## src/rgb_channel_histogram_unit_macros.svh

```systemverilog
// assertion macros of the histogram unit
// no dependencies; included by the top level only
`ifndef RGB_CHANNEL_HISTOGRAM_UNIT_MACROS_SVH
`define RGB_CHANNEL_HISTOGRAM_UNIT_MACROS_SVH

// same-cycle implication
`define RCH_ASSERT_IMPL(label, clk, rst_n, ante, cons, msg) \
    label: assert property (@(posedge clk) disable iff (!rst_n) (ante) |-> (cons)) \
        else $error(msg);

// next-cycle implication
`define RCH_ASSERT_NEXT(label, clk, rst_n, ante, cons, msg) \
    label: assert property (@(posedge clk) disable iff (!rst_n) (ante) |=> (cons)) \
        else $error(msg);

`endif

```

## src/rch_pkg.sv

```systemverilog
// shared constants, types and helpers of the rgb channel histogram unit
// no dependencies; imported by every module of the block
package rch_pkg;

    localparam int COUNT_BITS     = 32;
    localparam int MAX_ROW_PIXELS = 4096;
    localparam int BIN_COUNT      = 16;
    localparam int CHANNELS       = 3;

    localparam int BIN_W     = $clog2(BIN_COUNT);
    localparam int CH_W      = 2;
    localparam int ADDR_W    = CH_W + BIN_W;
    localparam int MEM_DEPTH = CHANNELS * BIN_COUNT;

    localparam int WIDTH_W  = 13;
    localparam int POS_W    = 14;
    localparam int PADDR_W  = 3;
    localparam int PDATA_W  = 32;

    localparam int Q_DEPTH = 4;
    localparam int Q_PTR_W = $clog2(Q_DEPTH);
    localparam int Q_CNT_W = $clog2(Q_DEPTH + 1);

    // request codes on the input channel
    localparam logic [1:0] REQ_PIXEL = 2'd0;
    localparam logic [1:0] REQ_READ  = 2'd1;
    localparam logic [1:0] REQ_CLEAR = 2'd2;

    localparam logic [CH_W-1:0] CH_NONE   = 2'd3;
    localparam logic [4:0]      SEL_TOTAL = 5'd16;

    // register index decoded from paddr
    localparam logic REG_ROW_PIXELS = 1'b0;

    // operation codes between front and back
    localparam logic [2:0] OP_COUNT      = 3'd0;
    localparam logic [2:0] OP_READ_BIN   = 3'd1;
    localparam logic [2:0] OP_READ_TOTAL = 3'd2;
    localparam logic [2:0] OP_READ_ZERO  = 3'd3;
    localparam logic [2:0] OP_CLEAR      = 3'd4;

    typedef struct packed {
        logic [2:0]       op;
        logic [CH_W-1:0]  ch;
        logic [BIN_W-1:0] bin;
    } rch_item_t;

    typedef struct packed {
        logic full;
        logic empty;
    } rch_q_status_t;

    typedef struct packed {
        logic read_fire;
        logic blocked;
    } rch_back_status_t;

    function automatic logic [COUNT_BITS-1:0] sat_inc(input logic [COUNT_BITS-1:0] v);
        sat_inc = (&v) ? v : v + COUNT_BITS'(1);
    endfunction

endpackage

```

## src/rch_front.sv

```systemverilog
// front part: config register, row position tracking and request classification
// depends on rch_pkg; feeds rch_queue
module rch_front (
    input  logic                          clk,
    input  logic                          rst_n,
    input  logic                          psel,
    input  logic                          penable,
    input  logic                          pwrite,
    input  logic [rch_pkg::PADDR_W-1:0]   paddr,
    input  logic [rch_pkg::PDATA_W-1:0]   pwdata,
    output logic [rch_pkg::PDATA_W-1:0]   prdata,
    input  logic                          in_valid,
    output logic                          in_stall,
    input  logic [1:0]                    req_type,
    input  logic [7:0]                    data_byte,
    input  logic [1:0]                    channel_sel,
    input  logic [4:0]                    bin_sel,
    input  rch_pkg::rch_q_status_t        q_st,
    output logic                          push,
    output rch_pkg::rch_item_t            item
);
    import rch_pkg::*;

    logic [WIDTH_W-1:0] row_pixels_reg;
    logic [POS_W-1:0]   data_len_reg, data_len_next;
    logic [POS_W-1:0]   row_len_reg, row_len_next;
    logic [POS_W-1:0]   pos_reg, pos_next;
    logic [1:0]         phase_reg, phase_next;

    logic               cfg_wr;
    logic [WIDTH_W-1:0] w_raw, w_eff;
    logic [POS_W-1:0]   w_ext, len_sum;
    logic               accept, want_push, counted, wrap;
    logic [POS_W:0]     pos_inc;

    assign cfg_wr = psel && penable && pwrite && (paddr[PADDR_W-1] == REG_ROW_PIXELS);
    assign prdata = (paddr[PADDR_W-1] == REG_ROW_PIXELS) ?
                    PDATA_W'(row_pixels_reg) : '0;

    // clamp the width, then data bytes and padded row length
    always_comb
    begin
        w_raw = pwdata[WIDTH_W-1:0];
        if (w_raw == '0)
            w_eff = WIDTH_W'(1);
        else if (w_raw > WIDTH_W'(MAX_ROW_PIXELS))
            w_eff = WIDTH_W'(MAX_ROW_PIXELS);
        else
            w_eff = w_raw;
        w_ext         = POS_W'(w_eff);
        data_len_next = (w_ext << 1) + w_ext;
        len_sum       = data_len_next + POS_W'(3);
        row_len_next  = {len_sum[POS_W-1:2], 2'b00};
    end

    always_ff @(posedge clk or negedge rst_n)
    begin
        if (!rst_n)
        begin
            row_pixels_reg <= WIDTH_W'(1);
            data_len_reg   <= POS_W'(3);
            row_len_reg    <= POS_W'(4);
        end
        else if (cfg_wr)
        begin
            row_pixels_reg <= w_raw;
            data_len_reg   <= data_len_next;
            row_len_reg    <= row_len_next;
        end
    end

    assign in_stall = q_st.full;
    assign accept   = in_valid && !in_stall;

    assign counted = (pos_reg < data_len_reg);
    assign pos_inc = {1'b0, pos_reg} + (POS_W+1)'(1);
    assign wrap    = (pos_inc >= {1'b0, row_len_reg});

    always_comb
    begin
        want_push  = 1'b0;
        item.op    = OP_COUNT;
        item.ch    = '0;
        item.bin   = '0;
        pos_next   = pos_reg;
        phase_next = phase_reg;
        case (req_type)
            REQ_PIXEL:
            begin
                want_push = counted;
                item.op   = OP_COUNT;
                item.ch   = phase_reg;
                item.bin  = data_byte[7:4];
                if (accept)
                begin
                    pos_next   = wrap ? '0 : pos_inc[POS_W-1:0];
                    phase_next = (wrap || phase_reg == 2'd2) ? 2'd0 : phase_reg + 2'd1;
                end
            end
            REQ_READ:
            begin
                want_push = 1'b1;
                if (channel_sel == CH_NONE || bin_sel > SEL_TOTAL)
                    item.op = OP_READ_ZERO;
                else if (bin_sel inside {[5'd0:5'd15]})
                begin
                    item.op  = OP_READ_BIN;
                    item.ch  = channel_sel;
                    item.bin = bin_sel[BIN_W-1:0];
                end
                else
                begin
                    item.op = OP_READ_TOTAL;
                    item.ch = channel_sel;
                end
            end
            REQ_CLEAR:
            begin
                want_push = 1'b1;
                item.op   = OP_CLEAR;
                if (accept)
                begin
                    pos_next   = '0;
                    phase_next = 2'd0;
                end
            end
            default:
            begin
                want_push = 1'b0;
            end
        endcase
    end

    assign push = accept && want_push;

    always_ff @(posedge clk or negedge rst_n)
    begin
        if (!rst_n)
        begin
            pos_reg   <= '0;
            phase_reg <= 2'd0;
        end
        else
        begin
            pos_reg   <= pos_next;
            phase_reg <= phase_next;
        end
    end

endmodule

```

## src/rch_queue.sv

```systemverilog
// short fifo of classified operations between front and back
// depends on rch_pkg
module rch_queue (
    input  logic                   clk,
    input  logic                   rst_n,
    input  logic                   push,
    input  rch_pkg::rch_item_t     push_item,
    input  logic                   pop,
    output rch_pkg::rch_item_t     head,
    output rch_pkg::rch_q_status_t q_st
);
    import rch_pkg::*;

    rch_item_t            entry_reg [Q_DEPTH];
    logic [Q_PTR_W-1:0]   wr_ptr_reg, rd_ptr_reg;
    logic [Q_CNT_W-1:0]   cnt_reg, cnt_next;

    assign q_st.full  = (cnt_reg == Q_CNT_W'(Q_DEPTH));
    assign q_st.empty = (cnt_reg == '0);
    assign head       = entry_reg[rd_ptr_reg];

    always_comb
    begin
        cnt_next = cnt_reg;
        if (push && !pop)
            cnt_next = cnt_reg + Q_CNT_W'(1);
        else if (pop && !push)
            cnt_next = cnt_reg - Q_CNT_W'(1);
    end

    always_ff @(posedge clk)
    begin
        if (push)
            entry_reg[wr_ptr_reg] <= push_item;
    end

    always_ff @(posedge clk or negedge rst_n)
    begin
        if (!rst_n)
        begin
            wr_ptr_reg <= '0;
            rd_ptr_reg <= '0;
            cnt_reg    <= '0;
        end
        else
        begin
            if (push)
                wr_ptr_reg <= wr_ptr_reg + Q_PTR_W'(1);
            if (pop)
                rd_ptr_reg <= rd_ptr_reg + Q_PTR_W'(1);
            cnt_reg <= cnt_next;
        end
    end

endmodule

```

## src/rch_back.sv

```systemverilog
// back part: bin memory with read-modify-write, channel totals, output register
// depends on rch_pkg; pulls operations from rch_queue
module rch_back (
    input  logic                              clk,
    input  logic                              rst_n,
    input  rch_pkg::rch_item_t                head,
    input  rch_pkg::rch_q_status_t            q_st,
    output logic                              pop,
    output logic                              out_valid,
    input  logic                              out_stall,
    output logic [rch_pkg::COUNT_BITS-1:0]    count_value,
    output rch_pkg::rch_back_status_t         back_st
);
    import rch_pkg::*;

    logic [COUNT_BITS-1:0] bin_mem [MEM_DEPTH];
    logic [COUNT_BITS-1:0] rd_data_reg;
    logic [MEM_DEPTH-1:0]  bin_ok_reg;
    logic [COUNT_BITS-1:0] total_reg [CHANNELS];

    logic                  b_valid_reg;
    rch_item_t             b_item_reg;

    logic                  fwd_valid_reg;
    logic [ADDR_W-1:0]     fwd_addr_reg;
    logic [COUNT_BITS-1:0] fwd_data_reg;

    logic                  out_valid_reg;
    logic [COUNT_BITS-1:0] count_reg;

    logic [ADDR_W-1:0]     head_addr, b_addr;
    logic                  b_read, b_count, b_clear, adv;
    logic [COUNT_BITS-1:0] bin_val, bin_inc, read_val;

    assign head_addr = {head.ch, head.bin};
    assign b_addr    = {b_item_reg.ch, b_item_reg.bin};

    assign b_read  = b_valid_reg && (b_item_reg.op == OP_READ_BIN ||
                     b_item_reg.op == OP_READ_TOTAL || b_item_reg.op == OP_READ_ZERO);
    assign b_count = b_valid_reg && (b_item_reg.op == OP_COUNT);
    assign b_clear = b_valid_reg && (b_item_reg.op == OP_CLEAR);

    // only a read facing a held result has to wait
    assign adv = !(b_read && out_valid_reg && out_stall);
    assign pop = adv && !q_st.empty;

    // the write at the edge that loaded this stage is not in rd_data_reg
    always_comb
    begin
        if (fwd_valid_reg && fwd_addr_reg == b_addr)
            bin_val = fwd_data_reg;
        else if (bin_ok_reg[b_addr])
            bin_val = rd_data_reg;
        else
            bin_val = '0;
        bin_inc = sat_inc(bin_val);
    end

    always_comb
    begin
        case (b_item_reg.op)
            OP_READ_BIN:   read_val = bin_val;
            OP_READ_TOTAL: read_val = total_reg[b_item_reg.ch];
            default:       read_val = '0;
        endcase
    end

    always_ff @(posedge clk)
    begin
        if (pop)
            rd_data_reg <= bin_mem[head_addr];
        if (b_count)
            bin_mem[b_addr] <= bin_inc;
    end

    always_ff @(posedge clk)
    begin
        if (adv)
            b_item_reg <= head;
        if (b_count)
        begin
            fwd_addr_reg <= b_addr;
            fwd_data_reg <= bin_inc;
        end
        if (b_read && adv)
            count_reg <= read_val;
    end

    always_ff @(posedge clk or negedge rst_n)
    begin
        if (!rst_n)
        begin
            b_valid_reg   <= 1'b0;
            fwd_valid_reg <= 1'b0;
            bin_ok_reg    <= '0;
            out_valid_reg <= 1'b0;
            for (int c = 0; c < CHANNELS; c++)
                total_reg[c] <= '0;
        end
        else
        begin
            if (adv)
                b_valid_reg <= pop;
            if (b_clear)
            begin
                fwd_valid_reg <= 1'b0;
                bin_ok_reg    <= '0;
                for (int c = 0; c < CHANNELS; c++)
                    total_reg[c] <= '0;
            end
            else if (b_count)
            begin
                fwd_valid_reg      <= 1'b1;
                bin_ok_reg[b_addr] <= 1'b1;
                for (int c = 0; c < CHANNELS; c++)
                    if (b_item_reg.ch == CH_W'(c))
                        total_reg[c] <= sat_inc(total_reg[c]);
            end
            if (b_read && adv)
                out_valid_reg <= 1'b1;
            else if (!out_stall)
                out_valid_reg <= 1'b0;
        end
    end

    assign out_valid         = out_valid_reg;
    assign count_value       = count_reg;
    assign back_st.read_fire = b_read && adv;
    assign back_st.blocked   = !adv;

endmodule

```

## src/rgb_channel_histogram_unit.sv

```systemverilog
// Per-channel 16-bin histogram of a 24-bit pixel array, fed one byte per transaction.
// Input channel (in_valid/in_stall): req_type selects pixel byte, counter read or clear.
// Pixel bytes are counted in blue, green, red order; row padding to 4 bytes is skipped
// using row_pixels (APB, byte address 0, resets to 1, kept raw, used as 1..4096).
// Output channel (out_valid/out_stall): one count_value transaction per read request,
// bins and totals saturate at all ones. Other requests give no output.
// Throughput: one input transaction per cycle while in_stall is low; bin memory is read
// ahead of its write, the last write forwarded: a byte retires each unblocked cycle.
// A read passes the queue, the back stage and the output register before its result is
// valid; requests are applied strictly in order.
// A four-entry queue sits between the classifying front and the counting back; while
// the output is stalled, bytes and clears keep flowing until a read reaches the back,
// then that read waits, the queue fills and in_stall rises.
// Reset clears all counters and the row position at once and sets row_pixels to 1.
// Depends on rch_pkg, rch_front, rch_queue, rch_back and the assertion macro header.
module rgb_channel_histogram_unit (
    input  logic                              clk,
    input  logic                              rst_n,
    input  logic                              psel,
    input  logic                              penable,
    input  logic                              pwrite,
    input  logic [rch_pkg::PADDR_W-1:0]       paddr,
    input  logic [rch_pkg::PDATA_W-1:0]       pwdata,
    output logic [rch_pkg::PDATA_W-1:0]       prdata,
    output logic                              pready,
    input  logic                              in_valid,
    output logic                              in_stall,
    input  logic [1:0]                        req_type,
    input  logic [7:0]                        data_byte,
    input  logic [1:0]                        channel_sel,
    input  logic [4:0]                        bin_sel,
    output logic                              out_valid,
    input  logic                              out_stall,
    output logic [rch_pkg::COUNT_BITS-1:0]    count_value
);
    import rch_pkg::*;

    `include "rgb_channel_histogram_unit_macros.svh"

    rch_item_t         push_item, head;
    rch_q_status_t     q_st;
    rch_back_status_t  back_st;
    logic              push, pop;
    logic              read_fire, blocked, out_held;

    assign pready = 1'b1;

    rch_front u_front (
        .clk         (clk),
        .rst_n       (rst_n),
        .psel        (psel),
        .penable     (penable),
        .pwrite      (pwrite),
        .paddr       (paddr),
        .pwdata      (pwdata),
        .prdata      (prdata),
        .in_valid    (in_valid),
        .in_stall    (in_stall),
        .req_type    (req_type),
        .data_byte   (data_byte),
        .channel_sel (channel_sel),
        .bin_sel     (bin_sel),
        .q_st        (q_st),
        .push        (push),
        .item        (push_item)
    );

    rch_queue u_queue (
        .clk       (clk),
        .rst_n     (rst_n),
        .push      (push),
        .push_item (push_item),
        .pop       (pop),
        .head      (head),
        .q_st      (q_st)
    );

    rch_back u_back (
        .clk         (clk),
        .rst_n       (rst_n),
        .head        (head),
        .q_st        (q_st),
        .pop         (pop),
        .out_valid   (out_valid),
        .out_stall   (out_stall),
        .count_value (count_value),
        .back_st     (back_st)
    );

    assign read_fire = back_st.read_fire;
    assign blocked   = back_st.blocked;
    assign out_held  = out_valid && out_stall;

    `RCH_ASSERT_IMPL(a_no_queue_overflow, clk, rst_n, push, !q_st.full, "push into full queue")
    `RCH_ASSERT_NEXT(a_read_sets_output, clk, rst_n, read_fire, out_valid, "read result lost")
    `RCH_ASSERT_IMPL(a_no_overwrite, clk, rst_n, read_fire, !out_held, "held result overwritten")
    `RCH_ASSERT_IMPL(a_blocked_held, clk, rst_n, blocked, out_held, "stall without result")

endmodule
```

## config.mk

```make
export PLATFORM = sky130hd
export DESIGN_NAME = rgb_channel_histogram_unit
export DESIGN_NICKNAME = d
export VERILOG_FILES = /design/src/rch_pkg.sv /design/src/rch_front.sv /design/src/rch_queue.sv /design/src/rch_back.sv /design/src/rgb_channel_histogram_unit.sv
export VERILOG_INCLUDE_DIRS = /design/src /design/src/src
export SDC_FILE = /design/constraint.sdc
export NUM_CORES = 2
export LEC_CHECK = 0
export ABC_CLOCK_PERIOD_IN_PS = 20700
export BUFFER_PORTS_ARGS = -buffer_cell sky130_fd_sc_hd__buf_2
export CORE_MARGIN = 5
export CORE_UTILIZATION = 30
export DETAILED_ROUTE_END_ITERATION = 12
export GPL_ROUTABILITY_DRIVEN = 0
export PLACE_DENSITY_LB_ADDON = 0.25
export SYNTH_ARGS = -nofsm -noshare
export SYNTH_HDL_FRONTEND = slang
export SYNTH_SLANG_ARGS = --single-unit
export TNS_END_PERCENT = 20
```

## constraint.sdc

```tcl
create_clock -name clk -period 20.7 [get_ports clk]
set_input_delay 2.07 -clock clk [delete_from_list [all_inputs] [get_ports clk]]
set_output_delay 2.07 -clock clk [all_outputs]
set_load 0.005 [all_outputs]
```

==> qor.csv <==
metric,value,unit
"slowest stage delay, CP",630,ps
Area Overhead vs Synth,15.3,%
Root Buffer,clkbuf_16,
post-synthesis compound-gate area fraction,0.0286,
first-pass detailed-route iteration total,5,
# DRC,0,
Sw Ratio,0.311,
number of CTS-inserted buffers,202,
Layout Cells excl Fill,7855,
RSZ-0062 raised after global routing,false,
hold_buf cts,0,
Total GRT Usage,0.149,
"EDFF count, synth",1683,
sequential share of the synthesized area,0.725,
sequential share of power,0.410,
Final min period,6550,ps
Iteration-0 DRC Markers,3256,
"commonest non-fill, non-tap cells in the layout","1,683 x edfxtp_1, 489 x mux4_2, 223 x nor2_1",
Worst Path Max Fanout,33,
total number of vias,39100,
Max VDD drop,0.0977,mV
setup_tns,0,ps
multi-input gate area in the final layout,0.0207,mm^2
DP Cell Count,7475,
crit path DAT,7120,ps
IO Pins,126,
synth warn,0,
Site Rows,186,
simple logic cell fraction of the synthesized area,0.0480,
Synth Cell Area,0.0770,mm^2
die extent in x,517,um
die height,517,um
Combinational Power Share,0.293,
Clock Latency Late Sink,840,ps
core footprint,0.256,mm^2
H-tree depth,4,
outcome,"complete, no violations",
total wire length,200,mm
Via density,4.98,
Synth Area in XOR/XNOR,0.0171,
Switch Pwr,3.64,mW
Avg WL per Cell,25.5,um
Tightest Hold Check Type,reg -> reg,
Initial Util,0.301,
Setup Buffers After CTS,0,
Slew @ Worst Pin,1250,ps
Clk pwr share,0.298,
max-slew violation count,0,
Slew Limit Headroom,0.166,
internal power,8.07,mW
crit path capture type,flip-flop,
fin crit share,0.316,
largest family of logic cells by synthesized area,multiplexers,
static leakage,29.6,nW
"most common cell after layout, fill and taps aside",edfxtp_1,
largest net degree at the start of global routing,90,
critical path class,reg -> reg,
startpoint type of the worst setup path,flip-flop,
max reg flops,1536,
Avg Inst Size Synth,18.8,um^2
CTS sink count,1892,
async set-reset flop share out of synthesis,0.110,
final hold vios,0,
adder-cell area share of the yosys netlist,0.00839,
"Remaining Overflow, GRT",0,
HPWL Detailed,112,mm
post-CTS sizing,0,
Synth Register Bits,1892,
count of cell types in the netlist,84,
CTS tree,yes,
CP cell instances,nor2b_1 -> nand2b_1 -> o211a_1 -> and3_1 -> a21oi_1 -> a22oi_1 -> inv_1 -> ha_1 -> a21boi_0 -> o221ai_1 -> nor3b_4 -> a21o_2 -> nor4_1 -> xnor2_2 -> buf_4,
first-pass GRT wire length,290,mm
post-synthesis mux area share,0.157,
Power Dens Cells,132,mW/mm^2
Worst-path clk slew,60,ps
initial antenna violation count,3,
ys flop type,edfxtp_1,
slowest CP cell,nor2b_1,
Worst Path Required,21270,ps
layout cells sized above 1,0.249,
r2r setup slk,14150,ps
vias in the first global route,40300,
Gate Count Post-Synth,4098,
die area,0.267,mm^2
final net count,4405,
fmax,153,MHz
IO buf count,80,
Max Cap Viol,0,
Filler cells,24000,
clock skew,26.0,ps
Post-DRT Antenna Nets,0,
clock tree buffer depth,3,
Seq. cell area,0.0558,mm^2
Final Setup Violations,0,
stage by stage:
step | total power, mW | utilization | setup slack (ps) | area (um^2) | hold WS, ps
global placement | 8.35 | 0.322 | 14290 | 82300 | 463
finish | 11.7 | 0.347 | 14150 | 88700 | 478
detailed placement | 8.38 | 0.322 | 14250 | 82300 | 471
CTS | 11.9 | 0.346 | 14130 | 88700 | 483
floorplan | 7.13 | - | 13610 | 77000 | 421
global route | 12.3 | 0.346 | 13790 | 88700 | 507
power by group through the flow:
stage	clock [mW]	sequential, mW	combinational (mW)
floorplan	0	4.82	2.31
global placement	0	4.87	3.48
detailed placement	0	4.88	3.50
CTS	3.59	4.80	3.51
global route	3.75	4.82	3.69
finish	3.49	4.80	3.43
cell usage after synthesis, drive strengths merged (4+ instances only):
cell       n  share of area
o21ai    112         0.0073
or3b       4        0.00046
o22ai     34         0.0028
nand2b    16         0.0013
mux4     494           0.14
mux2i     73         0.0095
a41oi      5        0.00057
nor2     273          0.013
nand3     69         0.0045
clkbuf   143         0.0070
inv       54         0.0026
or2        5        0.00041
nor3      23         0.0016
xnor2     67         0.0076
dfrtp    205          0.067
nand2    188         0.0092
a31oi     14         0.0012
buf       87         0.0062
nand4     36         0.0029
a22o       5        0.00057
nor2b     28         0.0023
nand3b    10        0.00098
ha        50         0.0081
or3       21         0.0017
a21oi     91         0.0060
or4        6        0.00063
mux2      22         0.0032
and4      14         0.0016
and2      24         0.0020
edfxtp  1683           0.66
dfstp      4         0.0014
o211ai     5        0.00049
o21a      28         0.0027
and3      37         0.0030
xor2      83         0.0094
a21o      22         0.0022
nor4       7        0.00076
cells by family (layout without fill, tap and decap cells):
kind of cell,Yosys count,in the layout
AO/OA/AOI/OAI,358,358
XOR/XNOR,150,150
adder cells (fa/ha/maj),51,51
buffers and inverters,284,630
flip-flops,1892,1892
multiplexers,589,589
other,2,29
AND/OR/NAND/NOR,772,772
critical path: cells and delay by family, from the launching register on:
family	cells	cell delay, ps
and+or+nand+nor	5	2220
buffers and inverters	2	620
xor gates and xnor gates	1	630
AOI/OAI and AO/OA	6	1880
DFF	1	610
adders and majority gates	1	270
final timing paths:
kind                                         startpoint                  endpoint  cells past startpoint
max in group asynchronous                         rst_n      u_back.total_reg[53]                      2
worst max-delay path                   u_back.b_addr[5]     u_back.bin_mem[5][21]                     15
worst min-delay path            u_front.row_len_reg[10]   u_front.row_len_reg[10]                      2
min in group asynchronous                         rst_n  u_front.data_len_reg[13]                      1
worst min register to register  u_front.row_len_reg[10]   u_front.row_len_reg[10]                      2
worst max register to register         u_back.b_addr[5]     u_back.bin_mem[5][21]                     15
layer usage:
layer,up-vias,track usage,wire length (um)
li1,16800,-,-
met1,21200,0.207,89100
met2,880,0.245,97700
met3,253,0.0223,9000
met4,0,0.0380,4350
met5,-,0,0
area by class of cell:
class                   instances  area share
flip-flops and latches       1892       0.629
diodes                          9    0.000254
well taps                    3384      0.0477
repair buffers                205      0.0155
multi-input cells            1940       0.234
clock buffers                 258      0.0601
clock inverters               113      0.0117
inverters                      54     0.00228
Note: power is estimated with default switching activity, not from simulation.
